[src/rtl/core/tsps_pkg.sv]
// ----------------------------------------------------------------------------
// tsps_pkg: shared types and constants of the train speed profile step
// Field widths, fixed-point constants, action and register codes.
// ----------------------------------------------------------------------------
package tsps_pkg;

  localparam int unsigned LEN_W   = 32;  // segment length, position: 1/256 m
  localparam int unsigned SPEED_W = 16;  // speeds and rates: 1/256 m/s
  localparam int unsigned CFG_W   = 16;
  localparam int unsigned CFG_IDX_W = 1;

  // 2 m stopping margin and 0.1 m/s hysteresis in fixed point
  localparam int unsigned MARGIN_UNITS = 512;
  localparam int unsigned HYST_UNITS   = 26;

  localparam logic [SPEED_W-1:0] ACCEL_RESET = SPEED_W'(256);
  localparam logic [SPEED_W-1:0] DECEL_RESET = SPEED_W'(256);

  // serial units: multiplier (v-T)*(v+T), divider by 2*decel
  localparam int unsigned MUL_A_W   = SPEED_W;
  localparam int unsigned MUL_B_W   = SPEED_W + 1;
  localparam int unsigned MUL_P_W   = MUL_A_W + MUL_B_W;
  localparam int unsigned MUL_CNT_W = $clog2(MUL_A_W);
  localparam int unsigned DIV_N_W   = LEN_W;
  localparam int unsigned DIV_D_W   = SPEED_W + 1;
  localparam int unsigned DIV_CNT_W = $clog2(DIV_N_W);

  typedef logic [1:0] action_t;
  localparam action_t ACT_BRAKE    = 2'd0;
  localparam action_t ACT_ACCEL    = 2'd1;
  localparam action_t ACT_MAINTAIN = 2'd2;

  typedef logic [CFG_IDX_W-1:0] cfg_idx_t;
  localparam cfg_idx_t REG_ACCEL = 1'd0;
  localparam cfg_idx_t REG_DECEL = 1'd1;

  // handshake between the sequencer and a serial unit
  typedef struct packed {
    logic start;
  } unit_ctl_t;

  typedef struct packed {
    logic busy;
    logic done;
  } unit_sts_t;

endpackage

[src/rtl/core/tsps_mul.sv]
// ----------------------------------------------------------------------------
// tsps_mul: bit-serial shift-add multiplier
// Retires one bit of the multiplier operand a per cycle; done pulses once
// the product register holds a*b.
// ----------------------------------------------------------------------------
module tsps_mul
  import tsps_pkg::*;
(
  input  logic               clk,
  input  logic               rst,
  input  unit_ctl_t          ctl,
  input  logic [MUL_A_W-1:0] a,
  input  logic [MUL_B_W-1:0] b,
  output unit_sts_t          sts,
  output logic [MUL_P_W-1:0] prod
);

  logic [MUL_B_W-1:0]   b_hold;
  logic [MUL_CNT_W-1:0] cnt;
  logic                 busy;
  logic                 done;
  logic [MUL_B_W:0]     partial;

  // add the multiplicand into the upper half when the retiring bit is set
  assign partial = {1'b0, prod[MUL_P_W-1:MUL_A_W]}
                 + (prod[0] ? {1'b0, b_hold} : '0);

  always_ff @(posedge clk) begin
    if (rst) begin
      busy <= 1'b0;
      done <= 1'b0;
      cnt  <= '0;
    end else begin
      done <= 1'b0;
      if (ctl.start) begin
        busy <= 1'b1;
        cnt  <= '0;
      end else if (busy) begin
        cnt <= cnt + 1'b1;
        if (cnt == MUL_CNT_W'(MUL_A_W - 1)) begin
          busy <= 1'b0;
          done <= 1'b1;
        end
      end
    end
  end

  always_ff @(posedge clk) begin
    if (ctl.start) begin
      prod   <= {{MUL_B_W{1'b0}}, a};
      b_hold <= b;
    end else if (busy) begin
      prod <= {partial, prod[MUL_A_W-1:1]};
    end
  end

  assign sts.busy = busy;
  assign sts.done = done;

endmodule

[src/rtl/core/tsps_div.sv]
// ----------------------------------------------------------------------------
// tsps_div: radix-2 restoring divider
// Produces one quotient bit per cycle, most significant first; done pulses
// once quo holds floor(n/d).
// ----------------------------------------------------------------------------
module tsps_div
  import tsps_pkg::*;
(
  input  logic               clk,
  input  logic               rst,
  input  unit_ctl_t          ctl,
  input  logic [DIV_N_W-1:0] n,
  input  logic [DIV_D_W-1:0] d,
  output unit_sts_t          sts,
  output logic [DIV_N_W-1:0] quo
);

  logic [DIV_D_W-1:0]   d_hold;
  logic [DIV_D_W-1:0]   rem;
  logic [DIV_CNT_W-1:0] cnt;
  logic                 busy;
  logic                 done;
  logic [DIV_D_W:0]     trial;
  logic [DIV_D_W:0]     diff;
  logic                 fits;

  assign trial = {rem, quo[DIV_N_W-1]};
  assign diff  = trial - {1'b0, d_hold};
  assign fits  = trial >= {1'b0, d_hold};

  always_ff @(posedge clk) begin
    if (rst) begin
      busy <= 1'b0;
      done <= 1'b0;
      cnt  <= '0;
    end else begin
      done <= 1'b0;
      if (ctl.start) begin
        busy <= 1'b1;
        cnt  <= '0;
      end else if (busy) begin
        cnt <= cnt + 1'b1;
        if (cnt == DIV_CNT_W'(DIV_N_W - 1)) begin
          busy <= 1'b0;
          done <= 1'b1;
        end
      end
    end
  end

  always_ff @(posedge clk) begin
    if (ctl.start) begin
      quo    <= n;
      rem    <= '0;
      d_hold <= d;
    end else if (busy) begin
      rem <= fits ? diff[DIV_D_W-1:0] : trial[DIV_D_W-1:0];
      quo <= {quo[DIV_N_W-2:0], fits};
    end
  end

  assign sts.busy = busy;
  assign sts.done = done;

endmodule

[src/rtl/core/train_speed_profile_step.sv]
// ----------------------------------------------------------------------------
// train_speed_profile_step: one tick of a trapezoidal speed profile
// Brakes, accelerates or holds the segment limit, then advances the position
// on the segment by the mean speed; latches arrival at the last segment end.
//
//   channel   direction  handshake              payload
//   item      in         item_valid/item_stall  segment_length, speed_limit,
//                                               next_limit, last_segment
//   result    out        result_valid/          speed_now, position_now,
//                        result_stall           action, segment_done, arrived
//   config    in         cfg_we                 cfg_index, cfg_data
//
// A tick starts at the accept with the serial multiplier for v^2 - T^2,
// whose done pulse hands the product over and starts the restoring divider
// for the braking distance; the divider's done pulse leaves the calculation
// for the commit state, which decides and loads the result register. Once
// arrived, an accepted tick goes straight to the commit state.
// item_stall is high from the accept until the result is committed; a
// result stalled downstream holds the commit, but a waiting result does not
// block the next transaction. Synchronous reset clears speed, position and
// the arrived flag and loads both rates with 1 m/s per tick.
// ----------------------------------------------------------------------------
module train_speed_profile_step
  import tsps_pkg::*;
(
  input  logic               clk,
  input  logic               rst,
  // input transactions
  input  logic               item_valid,
  output logic               item_stall,
  input  logic [LEN_W-1:0]   segment_length,
  input  logic [SPEED_W-1:0] speed_limit,
  input  logic [SPEED_W-1:0] next_limit,
  input  logic               last_segment,
  // result transactions
  output logic               result_valid,
  input  logic               result_stall,
  output logic [SPEED_W-1:0] speed_now,
  output logic [LEN_W-1:0]   position_now,
  output action_t            action,
  output logic               segment_done,
  output logic               arrived,
  // configuration
  input  logic               cfg_we,
  input  cfg_idx_t           cfg_index,
  input  logic [CFG_W-1:0]   cfg_data
);

  localparam logic [1:0] ST_IDLE = 2'd0;
  localparam logic [1:0] ST_CALC = 2'd1;
  localparam logic [1:0] ST_FIN  = 2'd2;

  logic [1:0] state;
  logic [1:0] state_next;

  // configuration and profile state
  logic [SPEED_W-1:0] accel_rate;
  logic [SPEED_W-1:0] decel_rate;
  logic [SPEED_W-1:0] speed;
  logic [LEN_W-1:0]   position;
  logic               done_flag;

  // latched transaction
  logic [LEN_W-1:0]   seg_len;
  logic [SPEED_W-1:0] lim;
  logic [SPEED_W-1:0] tgt;
  logic               last;

  logic item_acc;
  logic out_free;
  logic commit;

  // ---- target end speed and multiplier operands, from the ports and the current speed
  logic [SPEED_W-1:0] tgt_in;
  logic [MUL_A_W-1:0] mul_a;
  logic [MUL_B_W-1:0] mul_b;

  assign tgt_in = last_segment ? '0 :
                  (next_limit < speed_limit ? next_limit : speed_limit);
  // (v-T)(v+T) = v^2 - T^2; zero when not above the target
  assign mul_a  = (speed > tgt_in) ? speed - tgt_in : '0;
  assign mul_b  = {1'b0, speed} + {1'b0, tgt_in};

  assign item_stall = (state != ST_IDLE);
  assign item_acc   = item_valid && !item_stall;

  // ---- serial units
  unit_ctl_t          mul_ctl;
  unit_sts_t          mul_sts;
  logic [MUL_P_W-1:0] mul_prod;
  unit_ctl_t          div_ctl;
  unit_sts_t          div_sts;
  logic [DIV_N_W-1:0] brake_dist;
  logic [DIV_D_W-1:0] div_d;

  // divide by 2*decel, with a zero rate taken as 1
  assign div_d = {((decel_rate == '0) ? SPEED_W'(1) : decel_rate), 1'b0};

  assign mul_ctl.start = item_acc && !done_flag;
  assign div_ctl.start = mul_sts.done;

  tsps_mul u_mul (
    .clk  (clk),
    .rst  (rst),
    .ctl  (mul_ctl),
    .a    (mul_a),
    .b    (mul_b),
    .sts  (mul_sts),
    .prod (mul_prod)
  );

  tsps_div u_div (
    .clk (clk),
    .rst (rst),
    .ctl (div_ctl),
    .n   (mul_prod[DIV_N_W-1:0]),
    .d   (div_d),
    .sts (div_sts),
    .quo (brake_dist)
  );

  // ---- decision
  logic               near_end;
  logic               above_tgt;
  logic               do_brake;
  logic               do_accel;
  logic [SPEED_W-1:0] brake_v;
  logic [SPEED_W:0]   accel_sum;
  logic [SPEED_W-1:0] accel_v;
  logic [SPEED_W-1:0] new_v;
  action_t            new_act;
  logic [SPEED_W:0]   speed_sum;
  logic [LEN_W:0]     pos_sum;
  logic [LEN_W-1:0]   pos_clamp;
  logic               reached;

  always_comb begin
    // brake when within braking distance plus margin of the end and above the target
    near_end  = {2'b0, seg_len} <=
                ({2'b0, position} + {2'b0, brake_dist} + (LEN_W+2)'(MARGIN_UNITS));
    above_tgt = {1'b0, speed} >= ({1'b0, tgt} + (SPEED_W+1)'(HYST_UNITS));
    do_brake  = near_end && above_tgt;
    do_accel  = ({1'b0, speed} + (SPEED_W+1)'(HYST_UNITS)) <= {1'b0, lim};

    brake_v = (speed > decel_rate) ? speed - decel_rate : '0;
    if (brake_v < tgt) begin
      brake_v = tgt;
    end
    accel_sum = {1'b0, speed} + {1'b0, accel_rate};
    accel_v   = (accel_sum > {1'b0, lim}) ? lim : accel_sum[SPEED_W-1:0];

    if (do_brake) begin
      new_v   = brake_v;
      new_act = ACT_BRAKE;
    end else if (do_accel) begin
      new_v   = accel_v;
      new_act = ACT_ACCEL;
    end else begin
      new_v   = lim;
      new_act = ACT_MAINTAIN;
    end

    // advance by the mean of old and new speed, clamped to the segment end
    speed_sum = {1'b0, speed} + {1'b0, new_v};
    pos_sum   = {1'b0, position} + {{(LEN_W-SPEED_W+1){1'b0}}, speed_sum[SPEED_W:1]};
    reached   = pos_sum >= {1'b0, seg_len};
    pos_clamp = (pos_sum > {1'b0, seg_len}) ? seg_len : pos_sum[LEN_W-1:0];
  end

  // ---- sequencer
  assign out_free = !result_valid || !result_stall;
  assign commit   = (state == ST_FIN) && out_free;

  always_comb begin
    state_next = state;
    case (state)
      ST_IDLE: begin
        if (item_acc) begin
          state_next = done_flag ? ST_FIN : ST_CALC;
        end
      end
      ST_CALC: begin
        if (div_sts.done) begin
          state_next = ST_FIN;
        end
      end
      ST_FIN: begin
        if (out_free) begin
          state_next = ST_IDLE;
        end
      end
      default: state_next = ST_IDLE;
    endcase
  end

  always_ff @(posedge clk) begin
    if (rst) begin
      state <= ST_IDLE;
    end else begin
      state <= state_next;
    end
  end

  // latch the transaction payload
  always_ff @(posedge clk) begin
    if (item_acc) begin
      seg_len <= segment_length;
      lim     <= speed_limit;
      tgt     <= tgt_in;
      last    <= last_segment;
    end
  end

  // configuration writes
  always_ff @(posedge clk) begin
    if (rst) begin
      accel_rate <= ACCEL_RESET;
      decel_rate <= DECEL_RESET;
    end else if (cfg_we) begin
      case (cfg_index)
        REG_ACCEL: accel_rate <= cfg_data;
        REG_DECEL: decel_rate <= cfg_data;
        default: ;
      endcase
    end
  end

  // commit profile state; after arrival everything holds
  always_ff @(posedge clk) begin
    if (rst) begin
      speed     <= '0;
      position  <= '0;
      done_flag <= 1'b0;
    end else if (commit && !done_flag) begin
      if (reached && last) begin
        speed     <= '0;
        position  <= pos_clamp;
        done_flag <= 1'b1;
      end else if (reached) begin
        speed    <= new_v;
        position <= '0;
      end else begin
        speed    <= new_v;
        position <= pos_clamp;
      end
    end
  end

  // result register
  always_ff @(posedge clk) begin
    if (rst) begin
      result_valid <= 1'b0;
    end else if (commit) begin
      result_valid <= 1'b1;
    end else if (!result_stall) begin
      result_valid <= 1'b0;
    end
  end

  always_ff @(posedge clk) begin
    if (commit) begin
      if (done_flag) begin
        // arrived: answer the held state
        speed_now    <= speed;
        position_now <= position;
        action       <= ACT_BRAKE;
        segment_done <= 1'b0;
        arrived      <= 1'b1;
      end else begin
        speed_now    <= (reached && last) ? '0 : new_v;
        position_now <= (reached && !last) ? '0 : pos_clamp;
        action       <= new_act;
        segment_done <= reached;
        arrived      <= reached && last;
      end
    end
  end

endmodule
[config.mk]
export PLATFORM = sky130hd
export DESIGN_NAME = train_speed_profile_step
export DESIGN_NICKNAME = d
export VERILOG_FILES = /design/src/rtl/core/tsps_pkg.sv /design/src/rtl/core/tsps_mul.sv /design/src/rtl/core/tsps_div.sv /design/src/rtl/core/train_speed_profile_step.sv
export SDC_FILE = /design/constraint.sdc
export NUM_CORES = 1
export LEC_CHECK = 0
export BUFFER_PORTS_ARGS = -buffer_cell sky130_fd_sc_hd__buf_4
export CAP_MARGIN = 20
export CORE_MARGIN = 2
export CORE_UTILIZATION = 51
export DETAILED_ROUTE_END_ITERATION = 10
export GPL_ROUTABILITY_DRIVEN = 0
export PLACE_DENSITY = 0.77
export SYNTH_ARGS = -nofsm -noshare
export SYNTH_HDL_FRONTEND = slang
export SYNTH_SLANG_ARGS = --single-unit
[constraint.sdc]
create_clock -name clk -period 37.2 [get_ports clk]
set_input_delay 7.44 -clock clk [delete_from_list [all_inputs] [get_ports clk]]
set_output_delay 7.44 -clock clk [all_outputs]
set_load 0.1 [all_outputs]
==> flow_metrics.tcl <==
set metrics [dict create \
    rsz0062_at_grt "no" \
    overflow 0 \
    clk_pin_slew_worst_paths_ns 0.06 \
    total_power_mw 0.965 \
    critPathRequiredTime_ns 37.67 \
    cp_slowest_stage_delay_ns 0.76 \
    seq_area_sq_um 8570 \
    dr.first_iter.drc_count 2142 \
    detail-route-antenna-nets 0 \
    cts_hold_buffers 0 \
    finalSetupTns_ns 0 \
    crit_slowest_cell "o21bai_2" \
    ctsRootBufferMaster "clkbuf_16" \
    crit_path_end_kind "flip-flop" \
    hold_class "flip-flop to flip-flop" \
    synth_nets 3112 \
    synth-edff-count 198 \
    drive_gt1_share_pct 11.2 \
    path_buf_inv 1 \
    layout_worst_path_cycle_share_pct 39.5 \
    report.final.slew_viol_count 0 \
    antenna_found_initial 0 \
    cts_resized 0 \
    postCtsSetupRepairBufs 0 \
    clock_latency_ns 0.58 \
    routed_wl_um 71500 \
    p_leak_nw 12.5 \
    syn_inst 2678 \
    avgRoutedWirePerCell_um 20.9 \
    yosysTopAreaCell "edfxtp_1" \
    synth_top_flop_cell "edfxtp_1" \
    whs_ns 0.478 \
    start_util_pct 51.8 \
    synth_top_area_share_pct 24.1 \
    grt_pass1_wl_um 111000 \
    vias 20980 \
    io-pin-count 141 \
    numCtsBuffers 38 \
    synth.area.top_cells "edfxtp_1 (24%), ha_1 (17%), dfxtp_1 (11%)" \
    vias_per_cell 6.12 \
    path_class "flip-flop to flip-flop" \
    status "completed" \
    dr.pass1.iters 6 \
    cts_sinks 329 \
    synth_common_cells "ha_1 (338), nand2_1 (231), a21oi_1 (218)" \
    ir_worst_vdd_mv 0.0371 \
    crit_arrival_ns 15.17 \
    syn_area_per_cell_sq_um 9.23 \
    first_global_vias 20618 \
    final.setup.worst_slack_ns 22.51 \
    fin_util_pct 57.8 \
    synth.distinct_cells 82 \
    multi_input_area_sq_um 15100 \
    antenna_cells 0 \
    min_period_ns 14.69 \
    dp_slack_ns 22.99 \
    critPathLaunchType "flip-flop" \
    yosysWarnings 0 \
    drc 0 \
    p_per_area_nw_per_um2 35.0 \
    die_h_um 224 \
    synth_sequential_area_ratio_pct 34.7 \
    slew_headroom_pct 27.5 \
    synth_area_sq_um 24700 \
    htree_levels 2 \
    setup_viol 0 \
    clockBufferDepth 3 \
    synthArstFlopShare_pct 0 \
    die_area_sq_um 50200 \
    crit_top_cell "a21o_1" \
    fmax_mhz 68.1 \
    worst_pin_slew_ns 1.09 \
    tritoncts "yes" \
    io_buffers 140 \
    grt_max_degree 70 \
    area_growth_pct 11.6 \
    clock_skew_ns 0.0298 \
    dp_hpwl_um 54600 \
    final.fill_count 4023 \
    synth-seq-cells 329 \
    nets 3217 \
    critical_path.top_delay_family "compound AO/OA/AOI/OAI gates" \
    die_w_um 224 \
    yosysMostFrequentCell "ha_1" \
    max_cap_viol_count 0 \
    grt_usage_pct 28.1 \
    final_hold_viol_count 0 \
    core-area_sq_um 47700 \
    path_max_fanout 29 \
    row_count 80 \
]
[per-layer routing]
layer  vias to the layer above  track usage [%]  part of all wire, %
li1                       9890                -                    -
met1                      9874             34.7                   40
met2                       955             46.1                   46
met3                       261             4.46                  7.8
met4                         0             17.6                  7.0
met5                         -                0                    0
[worst min-delay path: cells and delay by family, from the launching register on]
kind | cells | cell delay (ns)
and+or+nand+nor | 1 | 0.06
DFF | 1 | 0.32
AOI/OAI and AO/OA | 1 | 0.05
[path summary, 6_finish.rpt]
kind | from | to | slack (ns) | cells after the start
max | u_div.quo[1] | position[23] | 22.51 | 55
min | accel_rate[3] | accel_rate[3] | 0.48 | 2
max reg2reg | u_div.quo[1] | position[23] | 22.51 | 55
min reg2reg | accel_rate[3] | accel_rate[3] | 0.48 | 2
[area by class of cell]
class,count,area share (%)
Multi-Input combinational cell,2059,54.6
Inverter,194,2.64
Tap cell,615,2.79
Clock inverter,20,0.766
Clock buffer,49,3.71
Timing Repair Buffer,161,4.41
Sequential cell,329,31.1
[power by group]
part | switching [mW] | leakage, nW | internal, mW | total [mW]
Clock | 0.164 | 0.586 | 0.218 | 0.382
Sequential | 0.0168 | 2.91 | 0.405 | 0.422
Combinational | 0.0937 | 8.96 | 0.0683 | 0.162
[registers in the layout, indices dropped and copies added (netlist names), 16 cells and up]
signal,count
position_now,32
decel_rate,16
u_div.rem,17
position,32
u_mul.prod,33
u_div.d_hold,16
accel_rate,16
u_mul.b_hold,17
seg_len,32
lim,16
speed_now,16
u_div.quo,32
speed,16
tgt,16
[placed cells by master, fill, tap and decap left out, types with 51 or more instances in the layout]
master,n
mux2i_1,64
nand2_1,231
ha_1,338
xor2_1,56
xnor2_1,116
dfxtp_1,129
mux2_2,51
buf_4,160
a21o_1,80
nor2_1,183
edfxtp_1,198
a21oi_1,217
inv_1,192
o21ai_0,128
[metrics by stage]
| stage | std cells | cell area (sq um) |
|---|---|---|
| after detailed placement | 3356 | 26300 |
| after floorplan | 2678 | 24700 |
| after global routing | 3427 | 27600 |
| after global placement | 3356 | 26300 |
| final | 3427 | 27600 |
| after CTS | 3425 | 27600 |
[logic make-up after synthesis]
| group | synth area share (%) |
|---|---|
| compound gates | 17.6 |
| xor+xnor | 6.09 |
| fa+ha+maj | 17.8 |
| buf+inv | 4.49 |
| flops | 34.7 |
| mux | 4.91 |
| simple gates | 14.4 |
No activity file was read; power rests on OpenSTA's default activity.
